==> src/spfe_pkg.sv <==
package spfe_pkg;

	// register map of the configuration port
	typedef enum logic [1:0] {
		CFG_BAND_LOW    = 2'd0,
		CFG_BAND_HIGH   = 2'd1,
		CFG_SAMPLE_RATE = 2'd2
	} spfe_cfg_idx_t;

	localparam logic [7:0]  BAND_LOW_RST    = 8'd9;
	localparam logic [7:0]  BAND_HIGH_RST   = 8'd51;
	localparam logic [15:0] SAMPLE_RATE_RST = 16'd4000;

	localparam int FFT_POINTS_DEF = 512;

	// iterative divider operand widths
	localparam int DIV_NUM_W = 40;
	localparam int DIV_DEN_W = 35;

	// peak queue between front and back
	localparam int QUEUE_DEPTH = 2;
	localparam int QPTR_W      = $clog2(QUEUE_DEPTH);
	localparam int QCNT_W      = $clog2(QUEUE_DEPTH + 1);

	// largest magnitude of the Q8 offset
	localparam logic [7:0] OFF_LIMIT = 8'd128;

	typedef struct packed {
		logic [7:0]  band_low;
		logic [7:0]  band_high;
		logic [15:0] sample_rate;
	} spfe_cfg_t;

	// frame summary handed from front to back
	typedef struct packed {
		logic [7:0]  best_bin;
		logic [31:0] left;
		logic [31:0] center;
		logic [31:0] right;
		logic        refine_ok;
	} spfe_peak_t;

	typedef struct packed {
		logic busy;
		logic done;
	} spfe_div_stat_t;

	typedef enum logic [3:0] {
		BK_IDLE,
		BK_PREP,
		BK_CHK,
		BK_DIV_OFF,
		BK_POS,
		BK_MUL,
		BK_FRQ,
		BK_DONE
	} spfe_bk_state_t;

endpackage

==> src/spfe_front.sv <==
module spfe_front (
	input  logic                   clk,
	input  logic                   arst_n,
	input  spfe_pkg::spfe_cfg_t    cfg,
	input  logic                   bin_valid,
	output logic                   bin_stall,
	input  logic [31:0]            bin_power,
	input  logic                   frame_end,
	output logic                   q_push,
	output spfe_pkg::spfe_peak_t   q_data,
	input  logic                   q_full
);
	import spfe_pkg::*;

	logic [7:0]  bin_cnt_q;
	logic        past_last_q;
	logic [31:0] prev_pwr_q;
	logic [31:0] best_pwr_q;
	logic [7:0]  best_bin_q;
	logic [31:0] left_q;
	logic [31:0] right_q;
	logic        await_q;

	logic        accept;
	logic        frame_start;
	logic [7:0]  high;
	logic        in_band;
	logic        take;
	logic [31:0] base_prev, base_best_pwr, base_left, base_right;
	logic [7:0]  base_best_bin;
	logic        base_await;
	logic [31:0] nxt_best_pwr, nxt_left, nxt_right;
	logic [7:0]  nxt_best_bin;
	logic        nxt_await;
	logic [31:0] eff_best_pwr, eff_left, eff_right;
	logic [7:0]  eff_best_bin;
	logic        eff_await;

	// only the last bin waits for room in the queue
	assign bin_stall = frame_end & q_full;
	assign accept    = bin_valid & ~bin_stall;
	assign q_push    = accept & frame_end;

	// search step for the current bin
	always_comb begin
		high        = (cfg.band_high < cfg.band_low) ? cfg.band_low : cfg.band_high;
		frame_start = (bin_cnt_q == 8'd0);

		base_prev     = frame_start ? 32'd0 : prev_pwr_q;
		base_best_pwr = frame_start ? 32'd0 : best_pwr_q;
		base_best_bin = frame_start ? cfg.band_low : best_bin_q;
		base_left     = frame_start ? 32'd0 : left_q;
		base_right    = frame_start ? 32'd0 : right_q;
		base_await    = frame_start ? 1'b0 : await_q;

		in_band = (bin_cnt_q >= cfg.band_low) && (bin_cnt_q <= high);
		take    = in_band && ((bin_cnt_q == cfg.band_low) || (bin_power > base_best_pwr));

		nxt_best_pwr = base_best_pwr;
		nxt_best_bin = base_best_bin;
		nxt_left     = base_left;
		nxt_right    = base_right;
		nxt_await    = base_await;
		if (take) begin
			nxt_best_pwr = bin_power;
			nxt_best_bin = bin_cnt_q;
			nxt_left     = base_prev;
			nxt_await    = 1'b1;
		end else if (base_await) begin
			nxt_right = bin_power;
			nxt_await = 1'b0;
		end

		// bins past the counter range leave the search untouched
		eff_best_pwr = past_last_q ? best_pwr_q : nxt_best_pwr;
		eff_best_bin = past_last_q ? best_bin_q : nxt_best_bin;
		eff_left     = past_last_q ? left_q     : nxt_left;
		eff_right    = past_last_q ? right_q    : nxt_right;
		eff_await    = past_last_q ? await_q    : nxt_await;

		q_data.best_bin  = eff_best_bin;
		q_data.left      = eff_left;
		q_data.center    = eff_best_pwr;
		q_data.right     = eff_right;
		q_data.refine_ok = (eff_best_bin > cfg.band_low) && (eff_best_bin < high) && !eff_await;
	end

	// search state
	always_ff @(posedge clk or negedge arst_n) begin
		if (!arst_n) begin
			prev_pwr_q <= '0;
			best_pwr_q <= '0;
			best_bin_q <= '0;
			left_q     <= '0;
			right_q    <= '0;
			await_q    <= 1'b0;
		end else if (accept && !past_last_q) begin
			prev_pwr_q <= bin_power;
			best_pwr_q <= nxt_best_pwr;
			best_bin_q <= nxt_best_bin;
			left_q     <= nxt_left;
			right_q    <= nxt_right;
			await_q    <= nxt_await;
		end
	end

	// bin position within the frame
	always_ff @(posedge clk or negedge arst_n) begin
		if (!arst_n) begin
			bin_cnt_q   <= '0;
			past_last_q <= 1'b0;
		end else if (accept) begin
			if (frame_end) begin
				bin_cnt_q   <= '0;
				past_last_q <= 1'b0;
			end else if (bin_cnt_q == 8'd255) begin
				past_last_q <= 1'b1;
			end else if (!past_last_q) begin
				bin_cnt_q <= bin_cnt_q + 8'd1;
			end
		end
	end

endmodule

==> src/spfe_queue.sv <==
module spfe_queue (
	input  logic                   clk,
	input  logic                   arst_n,
	input  logic                   push,
	input  spfe_pkg::spfe_peak_t   push_data,
	output logic                   full,
	input  logic                   pop,
	output spfe_pkg::spfe_peak_t   pop_data,
	output logic                   nempty
);
	import spfe_pkg::*;

	spfe_peak_t          ent_q [QUEUE_DEPTH];
	logic [QPTR_W-1:0]   wr_ptr_q;
	logic [QPTR_W-1:0]   rd_ptr_q;
	logic [QCNT_W-1:0]   cnt_q;

	assign full     = (cnt_q == QCNT_W'(QUEUE_DEPTH));
	assign nempty   = (cnt_q != '0);
	assign pop_data = ent_q[rd_ptr_q];

	// entry storage
	always_ff @(posedge clk) begin
		if (push) begin
			ent_q[wr_ptr_q] <= push_data;
		end
	end

	// pointers and fill level; depth is a power of two so pointers wrap
	always_ff @(posedge clk or negedge arst_n) begin
		if (!arst_n) begin
			wr_ptr_q <= '0;
			rd_ptr_q <= '0;
			cnt_q    <= '0;
		end else begin
			if (push) begin
				wr_ptr_q <= wr_ptr_q + QPTR_W'(1);
			end
			if (pop) begin
				rd_ptr_q <= rd_ptr_q + QPTR_W'(1);
			end
			unique case ({push, pop})
				2'b10:   cnt_q <= cnt_q + QCNT_W'(1);
				2'b01:   cnt_q <= cnt_q - QCNT_W'(1);
				default: cnt_q <= cnt_q;
			endcase
		end
	end

endmodule

==> src/spfe_div.sv <==
module spfe_div (
	input  logic                              clk,
	input  logic                              arst_n,
	input  logic                              start,
	input  logic [spfe_pkg::DIV_NUM_W-1:0]    num,
	input  logic [spfe_pkg::DIV_DEN_W-1:0]    den,
	output spfe_pkg::spfe_div_stat_t          stat,
	output logic [spfe_pkg::DIV_NUM_W-1:0]    quo
);
	import spfe_pkg::*;

	localparam int CNT_W = $clog2(DIV_NUM_W + 1);

	logic [DIV_NUM_W-1:0] quo_q;
	logic [DIV_DEN_W-1:0] rem_q;
	logic [DIV_DEN_W-1:0] den_q;
	logic [CNT_W-1:0]     cnt_q;
	logic                 busy_q;
	logic                 done_q;

	logic [DIV_DEN_W:0]   shifted;
	logic [DIV_DEN_W:0]   diff;
	logic                 ge;

	assign stat.busy = busy_q;
	assign stat.done = done_q;
	assign quo       = quo_q;

	// one restoring step: bring down the next numerator bit
	always_comb begin
		shifted = {rem_q, quo_q[DIV_NUM_W-1]};
		diff    = shifted - {1'b0, den_q};
		ge      = (shifted >= {1'b0, den_q});
	end

	// datapath
	always_ff @(posedge clk) begin
		if (start) begin
			quo_q <= num;
			rem_q <= '0;
			den_q <= den;
		end else if (busy_q) begin
			quo_q <= {quo_q[DIV_NUM_W-2:0], ge};
			rem_q <= ge ? diff[DIV_DEN_W-1:0] : shifted[DIV_DEN_W-1:0];
		end
	end

	// step counter
	always_ff @(posedge clk or negedge arst_n) begin
		if (!arst_n) begin
			cnt_q  <= '0;
			busy_q <= 1'b0;
			done_q <= 1'b0;
		end else begin
			done_q <= 1'b0;
			if (start) begin
				cnt_q  <= CNT_W'(DIV_NUM_W);
				busy_q <= 1'b1;
			end else if (busy_q) begin
				cnt_q <= cnt_q - CNT_W'(1);
				if (cnt_q == CNT_W'(1)) begin
					busy_q <= 1'b0;
					done_q <= 1'b1;
				end
			end
		end
	end

endmodule

==> src/spfe_back.sv <==
module spfe_back #(
	parameter int FFT_POINTS = spfe_pkg::FFT_POINTS_DEF
) (
	input  logic                              clk,
	input  logic                              arst_n,
	input  logic [15:0]                       sample_rate,
	input  logic                              q_nempty,
	input  spfe_pkg::spfe_peak_t              q_data,
	output logic                              q_pop,
	output logic                              div_start,
	output logic [spfe_pkg::DIV_NUM_W-1:0]    div_num,
	output logic [spfe_pkg::DIV_DEN_W-1:0]    div_den,
	input  spfe_pkg::spfe_div_stat_t          div_stat,
	input  logic [spfe_pkg::DIV_NUM_W-1:0]    div_quo,
	output logic                              res_valid,
	input  logic                              res_stall,
	output logic [15:0]                       frequency_hz,
	output logic [7:0]                        peak_index,
	output logic signed [8:0]                 fraction_q8
);
	import spfe_pkg::*;

	// FFT_POINTS is a power of two, so the scale by FFT_POINTS*256 is a shift
	localparam int FRQ_SH = $clog2(FFT_POINTS) + 8;

	spfe_bk_state_t              state_q, state_nxt;
	spfe_peak_t                  ent_q;
	logic signed [DIV_NUM_W-1:0] num_q;
	logic signed [DIV_DEN_W-1:0] den_q;
	logic                        neg_q;
	logic signed [8:0]           off_q;
	logic [16:0]                 pos_q;
	logic [32:0]                 prod_q;
	logic [15:0]                 frq_q;

	logic                        res_valid_q;
	logic [15:0]                 res_frq_q;
	logic [7:0]                  res_bin_q;
	logic signed [8:0]           res_frac_q;

	logic                        go_div;
	logic                        out_free;
	logic                        out_load;
	logic [DIV_NUM_W-1:0]        num_mag;
	logic [DIV_DEN_W-1:0]        den_mag;
	logic signed [32:0]          lr_diff;
	logic [7:0]                  quo_clip;
	logic signed [17:0]          pos_sum;

	assign res_valid    = res_valid_q;
	assign frequency_hz = res_frq_q;
	assign peak_index   = res_bin_q;
	assign fraction_q8  = res_frac_q;

	assign out_free = !res_valid_q || !res_stall;
	assign go_div   = ent_q.refine_ok && (den_q != '0);

	// operand and result shaping
	always_comb begin
		lr_diff  = $signed({1'b0, ent_q.left}) - $signed({1'b0, ent_q.right});
		num_mag  = num_q[DIV_NUM_W-1] ? DIV_NUM_W'(-num_q) : DIV_NUM_W'(num_q);
		den_mag  = den_q[DIV_DEN_W-1] ? DIV_DEN_W'(-den_q) : DIV_DEN_W'(den_q);
		quo_clip = (div_quo > DIV_NUM_W'(OFF_LIMIT)) ? OFF_LIMIT : div_quo[7:0];
		pos_sum  = $signed({2'b00, ent_q.best_bin, 8'd0}) + 18'(off_q);
	end

	// next state
	always_comb begin
		state_nxt = state_q;
		unique case (state_q)
			BK_IDLE:    if (q_nempty) state_nxt = BK_PREP;
			BK_PREP:    state_nxt = BK_CHK;
			BK_CHK:     state_nxt = go_div ? BK_DIV_OFF : BK_POS;
			BK_DIV_OFF: if (div_stat.done) state_nxt = BK_POS;
			BK_POS:     state_nxt = BK_MUL;
			BK_MUL:     state_nxt = BK_FRQ;
			BK_FRQ:     state_nxt = BK_DONE;
			BK_DONE:    if (out_free) state_nxt = BK_IDLE;
			default:    state_nxt = BK_IDLE;
		endcase
	end

	// state outputs
	always_comb begin
		q_pop     = 1'b0;
		div_start = 1'b0;
		div_num   = num_mag;
		div_den   = den_mag;
		out_load  = 1'b0;
		unique case (state_q)
			BK_IDLE: q_pop = q_nempty;
			BK_CHK:  div_start = go_div;
			BK_DONE: out_load = out_free;
			default: ;
		endcase
	end

	always_ff @(posedge clk or negedge arst_n) begin
		if (!arst_n) begin
			state_q <= BK_IDLE;
		end else begin
			state_q <= state_nxt;
		end
	end

	// datapath registers
	always_ff @(posedge clk) begin
		if (q_pop) begin
			ent_q <= q_data;
		end
		if (state_q == BK_PREP) begin
			num_q <= {lr_diff, 7'd0};
			den_q <= $signed({3'b000, ent_q.left}) - $signed({2'b00, ent_q.center, 1'b0})
				+ $signed({3'b000, ent_q.right});
		end
		if (state_q == BK_CHK) begin
			neg_q <= num_q[DIV_NUM_W-1] ^ den_q[DIV_DEN_W-1];
			if (!go_div) begin
				off_q <= '0;
			end
		end
		if (state_q == BK_DIV_OFF && div_stat.done) begin
			off_q <= neg_q ? -$signed({1'b0, quo_clip}) : $signed({1'b0, quo_clip});
		end
		if (state_q == BK_POS) begin
			pos_q <= pos_sum[17] ? 17'd0 : pos_sum[16:0];
		end
		if (state_q == BK_MUL) begin
			prod_q <= pos_q * sample_rate;
		end
		if (state_q == BK_FRQ) begin
			frq_q <= 16'(prod_q >> FRQ_SH);
		end
		if (out_load) begin
			res_frq_q  <= frq_q;
			res_bin_q  <= ent_q.best_bin;
			res_frac_q <= off_q;
		end
	end

	// output register holds a result until it is taken
	always_ff @(posedge clk or negedge arst_n) begin
		if (!arst_n) begin
			res_valid_q <= 1'b0;
		end else if (out_load) begin
			res_valid_q <= 1'b1;
		end else if (!res_stall) begin
			res_valid_q <= 1'b0;
		end
	end

	a_pop_nempty: assert property (@(posedge clk) disable iff (!arst_n)
		q_pop |-> q_nempty)
		else $error("peak queue popped while empty");

	a_div_free: assert property (@(posedge clk) disable iff (!arst_n)
		div_start |-> !div_stat.busy)
		else $error("divider started while busy");

	a_frac_range: assert property (@(posedge clk) disable iff (!arst_n)
		res_valid_q |-> ((res_frac_q <= 9'sd128) && (res_frac_q >= -9'sd128)))
		else $error("fraction out of range");

	a_load_shows: assert property (@(posedge clk) disable iff (!arst_n)
		out_load |=> res_valid_q)
		else $error("loaded result not presented");

endmodule

==> src/spectral_peak_frequency_estimator.sv <==
// Spectral peak frequency estimator.
// Bin channel (bin_valid / bin_stall): power bins of a frame arrive in order
// from bin 0, frame_end marking the last one. Bins are taken one per cycle;
// bin_stall rises only for a frame_end bin while two finished frames are
// still queued for the back end.
// Result channel (res_valid / res_stall): one request per frame carrying
// frequency_hz, peak_index and fraction_q8. The result sits in an output
// register; a stalled result holds, the back end waits behind it, and new
// bins keep being accepted until the queue is full.
// Path from the frame_end bin to res_valid, back end idle: the queue, then the
// back end states IDLE, PREP, CHK, DIV_OFF (a 40-step restoring divider for
// the Q8 offset, only when the peak is refined), POS, MUL, FRQ and DONE into
// the output register. The back end works on one frame at a time, so short
// frames stall the bin channel at their last bin once the queue has filled.
// FFT_POINTS is a power of two; the scale by FFT_POINTS*256 is a shift.
// Configuration (cfg_valid / cfg_ready): index 0 band_low_bin, 1 band_high_bin,
// 2 sample_rate; other indexes are ignored. cfg_ready is always high.
// Reset sets band 9..51 and 4000 Hz, clears the bin position and the queue.
module spectral_peak_frequency_estimator #(
	parameter int FFT_POINTS = spfe_pkg::FFT_POINTS_DEF
) (
	input  logic               clk,
	input  logic               arst_n,
	input  logic               cfg_valid,
	output logic               cfg_ready,
	input  logic [1:0]         cfg_index,
	input  logic [15:0]        cfg_data,
	input  logic               bin_valid,
	output logic               bin_stall,
	input  logic [31:0]        bin_power,
	input  logic               frame_end,
	output logic               res_valid,
	input  logic               res_stall,
	output logic [15:0]        frequency_hz,
	output logic [7:0]         peak_index,
	output logic signed [8:0]  fraction_q8
);
	import spfe_pkg::*;

	spfe_cfg_t            cfg_q;
	logic                 q_push;
	logic                 q_full;
	logic                 q_pop;
	logic                 q_nempty;
	spfe_peak_t           q_in;
	spfe_peak_t           q_out;
	logic                 div_start;
	logic [DIV_NUM_W-1:0] div_num;
	logic [DIV_DEN_W-1:0] div_den;
	logic [DIV_NUM_W-1:0] div_quo;
	spfe_div_stat_t       div_stat;

	assign cfg_ready = 1'b1;

	// configuration registers
	always_ff @(posedge clk or negedge arst_n) begin
		if (!arst_n) begin
			cfg_q.band_low    <= BAND_LOW_RST;
			cfg_q.band_high   <= BAND_HIGH_RST;
			cfg_q.sample_rate <= SAMPLE_RATE_RST;
		end else if (cfg_valid && cfg_ready) begin
			unique case (cfg_index)
				CFG_BAND_LOW:    cfg_q.band_low    <= cfg_data[7:0];
				CFG_BAND_HIGH:   cfg_q.band_high   <= cfg_data[7:0];
				CFG_SAMPLE_RATE: cfg_q.sample_rate <= cfg_data;
				default: ;
			endcase
		end
	end

	spfe_front u_front (
		.clk       (clk),
		.arst_n    (arst_n),
		.cfg       (cfg_q),
		.bin_valid (bin_valid),
		.bin_stall (bin_stall),
		.bin_power (bin_power),
		.frame_end (frame_end),
		.q_push    (q_push),
		.q_data    (q_in),
		.q_full    (q_full)
	);

	spfe_queue u_queue (
		.clk       (clk),
		.arst_n    (arst_n),
		.push      (q_push),
		.push_data (q_in),
		.full      (q_full),
		.pop       (q_pop),
		.pop_data  (q_out),
		.nempty    (q_nempty)
	);

	spfe_div u_div (
		.clk    (clk),
		.arst_n (arst_n),
		.start  (div_start),
		.num    (div_num),
		.den    (div_den),
		.stat   (div_stat),
		.quo    (div_quo)
	);

	spfe_back #(
		.FFT_POINTS (FFT_POINTS)
	) u_back (
		.clk          (clk),
		.arst_n       (arst_n),
		.sample_rate  (cfg_q.sample_rate),
		.q_nempty     (q_nempty),
		.q_data       (q_out),
		.q_pop        (q_pop),
		.div_start    (div_start),
		.div_num      (div_num),
		.div_den      (div_den),
		.div_stat     (div_stat),
		.div_quo      (div_quo),
		.res_valid    (res_valid),
		.res_stall    (res_stall),
		.frequency_hz (frequency_hz),
		.peak_index   (peak_index),
		.fraction_q8  (fraction_q8)
	);

endmodule

==> config.mk <==
export PLATFORM = sky130hd
export DESIGN_NAME = spectral_peak_frequency_estimator
export DESIGN_NICKNAME = d
export VERILOG_FILES = /design/src/spfe_pkg.sv /design/src/spfe_front.sv /design/src/spfe_queue.sv /design/src/spfe_div.sv /design/src/spfe_back.sv /design/src/spectral_peak_frequency_estimator.sv
export SDC_FILE = /design/constraint.sdc
export NUM_CORES = 2
export LEC_CHECK = 0
export BUFFER_PORTS_ARGS = -buffer_cell sky130_fd_sc_hd__buf_4
export CAP_MARGIN = 20
export CELL_PAD_IN_SITES_DETAIL_PLACEMENT = 1
export CELL_PAD_IN_SITES_GLOBAL_PLACEMENT = 1
export CORE_MARGIN = 2
export CORE_UTILIZATION = 56
export CTS_CLUSTER_SIZE = 14
export DETAILED_ROUTE_END_ITERATION = 7
export HOLD_SLACK_MARGIN = 0.02
export PLACE_DENSITY = 0.83
export RECOVER_POWER = 100
export SYNTH_ARGS = -nofsm -noshare
export SYNTH_HDL_FRONTEND = slang
export SYNTH_HIERARCHICAL = 1
export SYNTH_SLANG_ARGS = --single-unit
==> constraint.sdc <==
create_clock -name clk -period 15.3 [get_ports clk]
set_clock_uncertainty 0.2 [all_clocks]
set_input_delay 3.06 -clock clk [delete_from_list [all_inputs] [get_ports clk]]
set_output_delay 3.06 -clock clk [all_outputs]
set_load 0.02 [all_outputs]
== Word level (Yosys, flattened, before mapping) ==
Memories as Yosys holds them, arrays and structs flattened. A register that Yosys moved wholly into a read port is not among the register bits.
Index checks and enable logic that the tools add are counted.
Word-level totals
  memories kept: 1
  output and inout bits: 36
  bits in writable memories: 210
  bits in read-only memories: 0
  word-level logic and storage cells: 167
  bits in registers: 482
  input bits: 56
  latch bits: 0
Memory list
  u_queue.ent_q: words 2, width 105, read ports 1, clocked after memory_dff 1, wr ports 1, line spfe_queue.sv:13  | spfe_peak_t ent_q [QUEUE_DEPTH];
Operators by class
  shift-type cells: 0
  order comparisons: 8
  equality and inequality tests: 22
  divide/modulo/power cells: 0
  bitwise operators: 5
  add/subtract/negate cells: 14
  muxes and demuxes: 54
  multiply operators: 1
  reduce and logical (&&, ||, !) cells: 29
Operator list (number)
  $mux W32: 11
  $mux W40: 3
  $mux W8: 8
  $gt A40 B8 Y1 const B: 1
  $neg A40 Y40: 1
  $ge A36 B35 Y1: 1
  $mux W9: 4
  $add A35 B33 Y35: 1
  $mux W35: 1
  $neg A35 Y35: 1
  $reduce_bool A35 Y1: 1
  $sub A35 B35 Y35: 1
  $mux W34: 1
  $sub A32 B33 Y34: 1
  $mul A17 B16 Y33: 1
  $sub A32 B32 Y33: 1
  $gt A32 B32 Y1: 1
  $pmux W4 S8: 1
  $add A17 B9 Y18: 1
  $mux W1: 18
  $eq A4 B3 Y1 const B: 4
  $lt A8 B8 Y1: 2
  $mux W4: 3
  $mux W6: 2
  other kinds (32): 63

== Depth between registers and ports, before layout ==
  depth in word-level cells: 10
  mapped depth: 30
  mapped depth without buffers: 27

== Modules after synthesis ==
The synthesis kept the hierarchy.
Modules (own cells, without submodules)
  spfe_back: times used 1, area each 23951.7 um2, cells an instance 2341
  spfe_front: times used 1, area each 8436.8 um2, cells an instance 837
  spfe_queue: times used 1, area each 7922.6 um2, cells an instance 343
  spfe_div: times used 1, area each 6678.9 um2, cells an instance 633
  spectral_peak_frequency_estimator: times used 1, area each 1248.7 um2, cells an instance 70

== Worst setup path before layout ==
No wires, ideal clock.
  path kind: input-to-reg
  start point: in frame_end
  end point: mem u_queue/ent_q[0][0] in the netlist's numbering, enable pin
  data required time: 14530 ps
  arrival: 7998 ps
  library setup time: 570 ps
  cell stages on the path: 4
  slack: 6532 ps
  path buffers: 1
  cell sequence: and3b_1 clkbuf_1 inv_1 nor2_1
Between the ends
  cells in the longest elaborated chain, start to end: 6
RTL lines
  start: declaration: line spectral_peak_frequency_estimator.sv:31  | input logic frame_end,
  $and A1 B1 Y1: line spfe_front.sv:40  | assign bin_stall = frame_end & q_full;
  $not A1 Y1: line spfe_front.sv:41  | assign accept = bin_valid & ~bin_stall;
  $and A1 B1 Y1: line spfe_front.sv:41
  $and A1 B1 Y1 *: line spfe_front.sv:42  | assign q_push = accept & frame_end;
  named net q_push: line spectral_peak_frequency_estimator.sv:41  | logic q_push;
  $mux W1 *: line spfe_queue.sv:24  | if (push) begin
  $mux W1 (not written as such) *: line spfe_queue.sv:25  | ent_q[wr_ptr_q] <= push_data;
  end: declaration: line spfe_queue.sv:13
The timed path passes the listed nets; every way through them passes the cells marked *.

==> impl_metrics.csv <==
group,metric,value,unit
cts,cts_hold_buf,0,
setup_path,rrSetupSlack,6.08,ns
timing,drv_slew,1157,
cts,cts.repair.resized,0,
global_route,first_global_vias,36400,
timing,fmax,99.2,MHz
cts,cts.sinks,778,
drt,drtIter0Drc,2478,
placement,io_buffers,90,
cts,clk_pin_slew,0.06,ns
timing,finalCritPeriodShare,0.659,
cts,cts_tree,"done",
run,drv_cap,22,
die,fp.coreArea,85300,sq um
drt,vias,33900,
timing,tightest_slew,4.50,ns
cts,htreeDepth,3,
final_layout,layout_common_cells,"549 x edfxtp_1, 442 x nand2_1, 423 x inv_1",
setup_path,critPathMostFrequentCell,"clkbuf_1",
cts,cts_buffers,85,
setup_path,crit_type,"in -> reg",
drt,drt-pass1-iter-count,5,
global_route,grt_usage,0.303,
die,start_util,0.566,
timing,slew_headroom,-2.00,
drt,wl_per_cell,24.6,microns
timing,rsz0062_at_grt,"false",
die,rows,107,
setup_path,cp-end-kind,"flop",
drt,drt_wl_total,135000,microns
global_route,grtUsageMet2,0.508,
drt,drc,0,
setup_path,worstPathArrival,10.21,ns
cts,clockBufferDepth,3,
yosys,syn_avg_cell_area,11.4,sq um
global_route,grt_pass1_wl,212000,microns
setup_path,crit_buf_inv,2,
global_route,grt_busiest_layer,"met2",
cts,post_cts_buffers,0,
global_route,grt.overflow.total,0,
setup_path,slowest_stage,"clkbuf_1",
final_layout,syn2layout_area_growth,8.59,%
setup_path,path_cells,"clkbuf_1 -> ha_1 -> nand4_1 -> nor4_1 -> a221o_1 -> a21oi_1 -> o21ai_0 -> clkbuf_1 -> a221oi_1 -> a2111oi_0",
die,io-pin-count,92,
setup_path,r2r_start,"cfg_q[25]",
setup_path,cp.required,15.44,ns
drt,final_antenna_net_count,0,
yosys,synth.cell_area,48200,sq um
global_route,grt_util_met1,0.417,
final_layout,drive_above_1_share,0.0839,
final_layout,final_common_cell,"edfxtp_1",
die,die_area,88500,sq um
timing,hold_violations,0,
final_layout,antennaDiodeCount,0,
outcome,status,"finished, violations left",
timing,period_needed,10.08,ns
setup_path,cp_max_fo,65,
yosys,postSynthCellCount,4223,
cts,cts-root-buf,"clkbuf_16",
setup_path,critPathLaunchType,"input port",
cts,clk_latency,0.68,ns
final_layout,nets,4850,
drt,via_per_inst,6.18,
setup_path,r2r_cells,18,
worst_hold_path,hold_class,"reg -> reg",
setup_path,regToRegEndpoint,"u_queue/ent_q[0][0]",
die,fp.dieH,297,microns
global_route,gr-usage-met3,0.0399,
global_route,antenna_found_initial,2,
timing,finalSetupTns,0,ns
worst_hold_path,hold_start,"u_back/frq_q[0]",
timing,setup_viol,0,
worst_hold_path,hold_path_end,"u_back/frequency_hz[0]",
outcome,violations,"capacitance limit, slew limit",
worst_hold_path,holdPathStages,0,
setup_path,cpPeakStageDelay,2.78,ns
global_route,grt_max_degree,83,
yosys,synth_warnings,6,
die,die_w,297,microns
placement,dpl.hpwl,91100,microns
setup_path,cp_top_family,"buffers and inverters",
placement,place.gp.congestion,0.863,
==> stage by stage <==
stage	instances	hold slack [ns]	worst slack, ns	area (sq um)	utilization
6_report	5480	0.221	5.22	52400	0.614
5_1_grt	5480	0.222	4.74	52400	0.614
4_1_cts	5479	0.218	7.08	52900	0.620
3_5_place_dp	5321	0.206	6.58	49900	0.585
3_3_place_gp	5321	0.200	6.70	49900	0.585
2_1_floorplan	4229	0.200	6.53	48300	-
==> per-layer routing <==
layer,up-vias,part of all wire
li1,15100,-
met1,17400,0.43
met2,1168,0.48
met3,248,0.062
met4,4,0.023
met5,-,0.00023
==> worst max-delay path by stage <==
stage / startpoint / end / slack, ns / depth (start not counted)
finish: bin_power[27] / u_queue/ent_q[0][0] / 5.22 / 10
floorplan: frame_end / u_queue/ent_q[0][0] / 6.53 / 4
detailed placement: bin_power[27] / u_queue/ent_q[1][0] / 6.58 / 21
global placement: bin_power[27] / u_queue/ent_q[0][0] / 6.70 / 21
CTS: bin_power[27] / u_queue/ent_q[0][0] / 7.08 / 19
global route: arst_n / u_front/right_q[30] / 4.74 / 2
==> state kept, by name, indices dropped and copies added (netlist names), 17 cells and up <==
signal	cells
u_queue/ent_q	210
u_div/rem_q	35
u_front/left_q	32
u_back/ent_q	105
u_div/quo	40
u_back/den_q	34
u_front/best_pwr_q	32
u_front/right_q	32
u_div/den_q	35
u_back/num_q	33
u_front/prev_pwr_q	32
u_back/pos_q	17
cfg_q	32
==> cell type report <==
cell class / instances / area, sq um
Inverter: 424 / 1590
Clock buffer: 113 / 2410
Fill cell: 8746 / 32900
Timing Repair Buffer: 126 / 709
Multi-Input combinational cell: 2850 / 23600
Clock inverter: 45 / 586
Sequential cell: 778 / 22100
Tap cell: 1144 / 1430
Power is not shown: default switching activity piles up to over one toggle a cycle in this logic, so the estimate is an artifact.
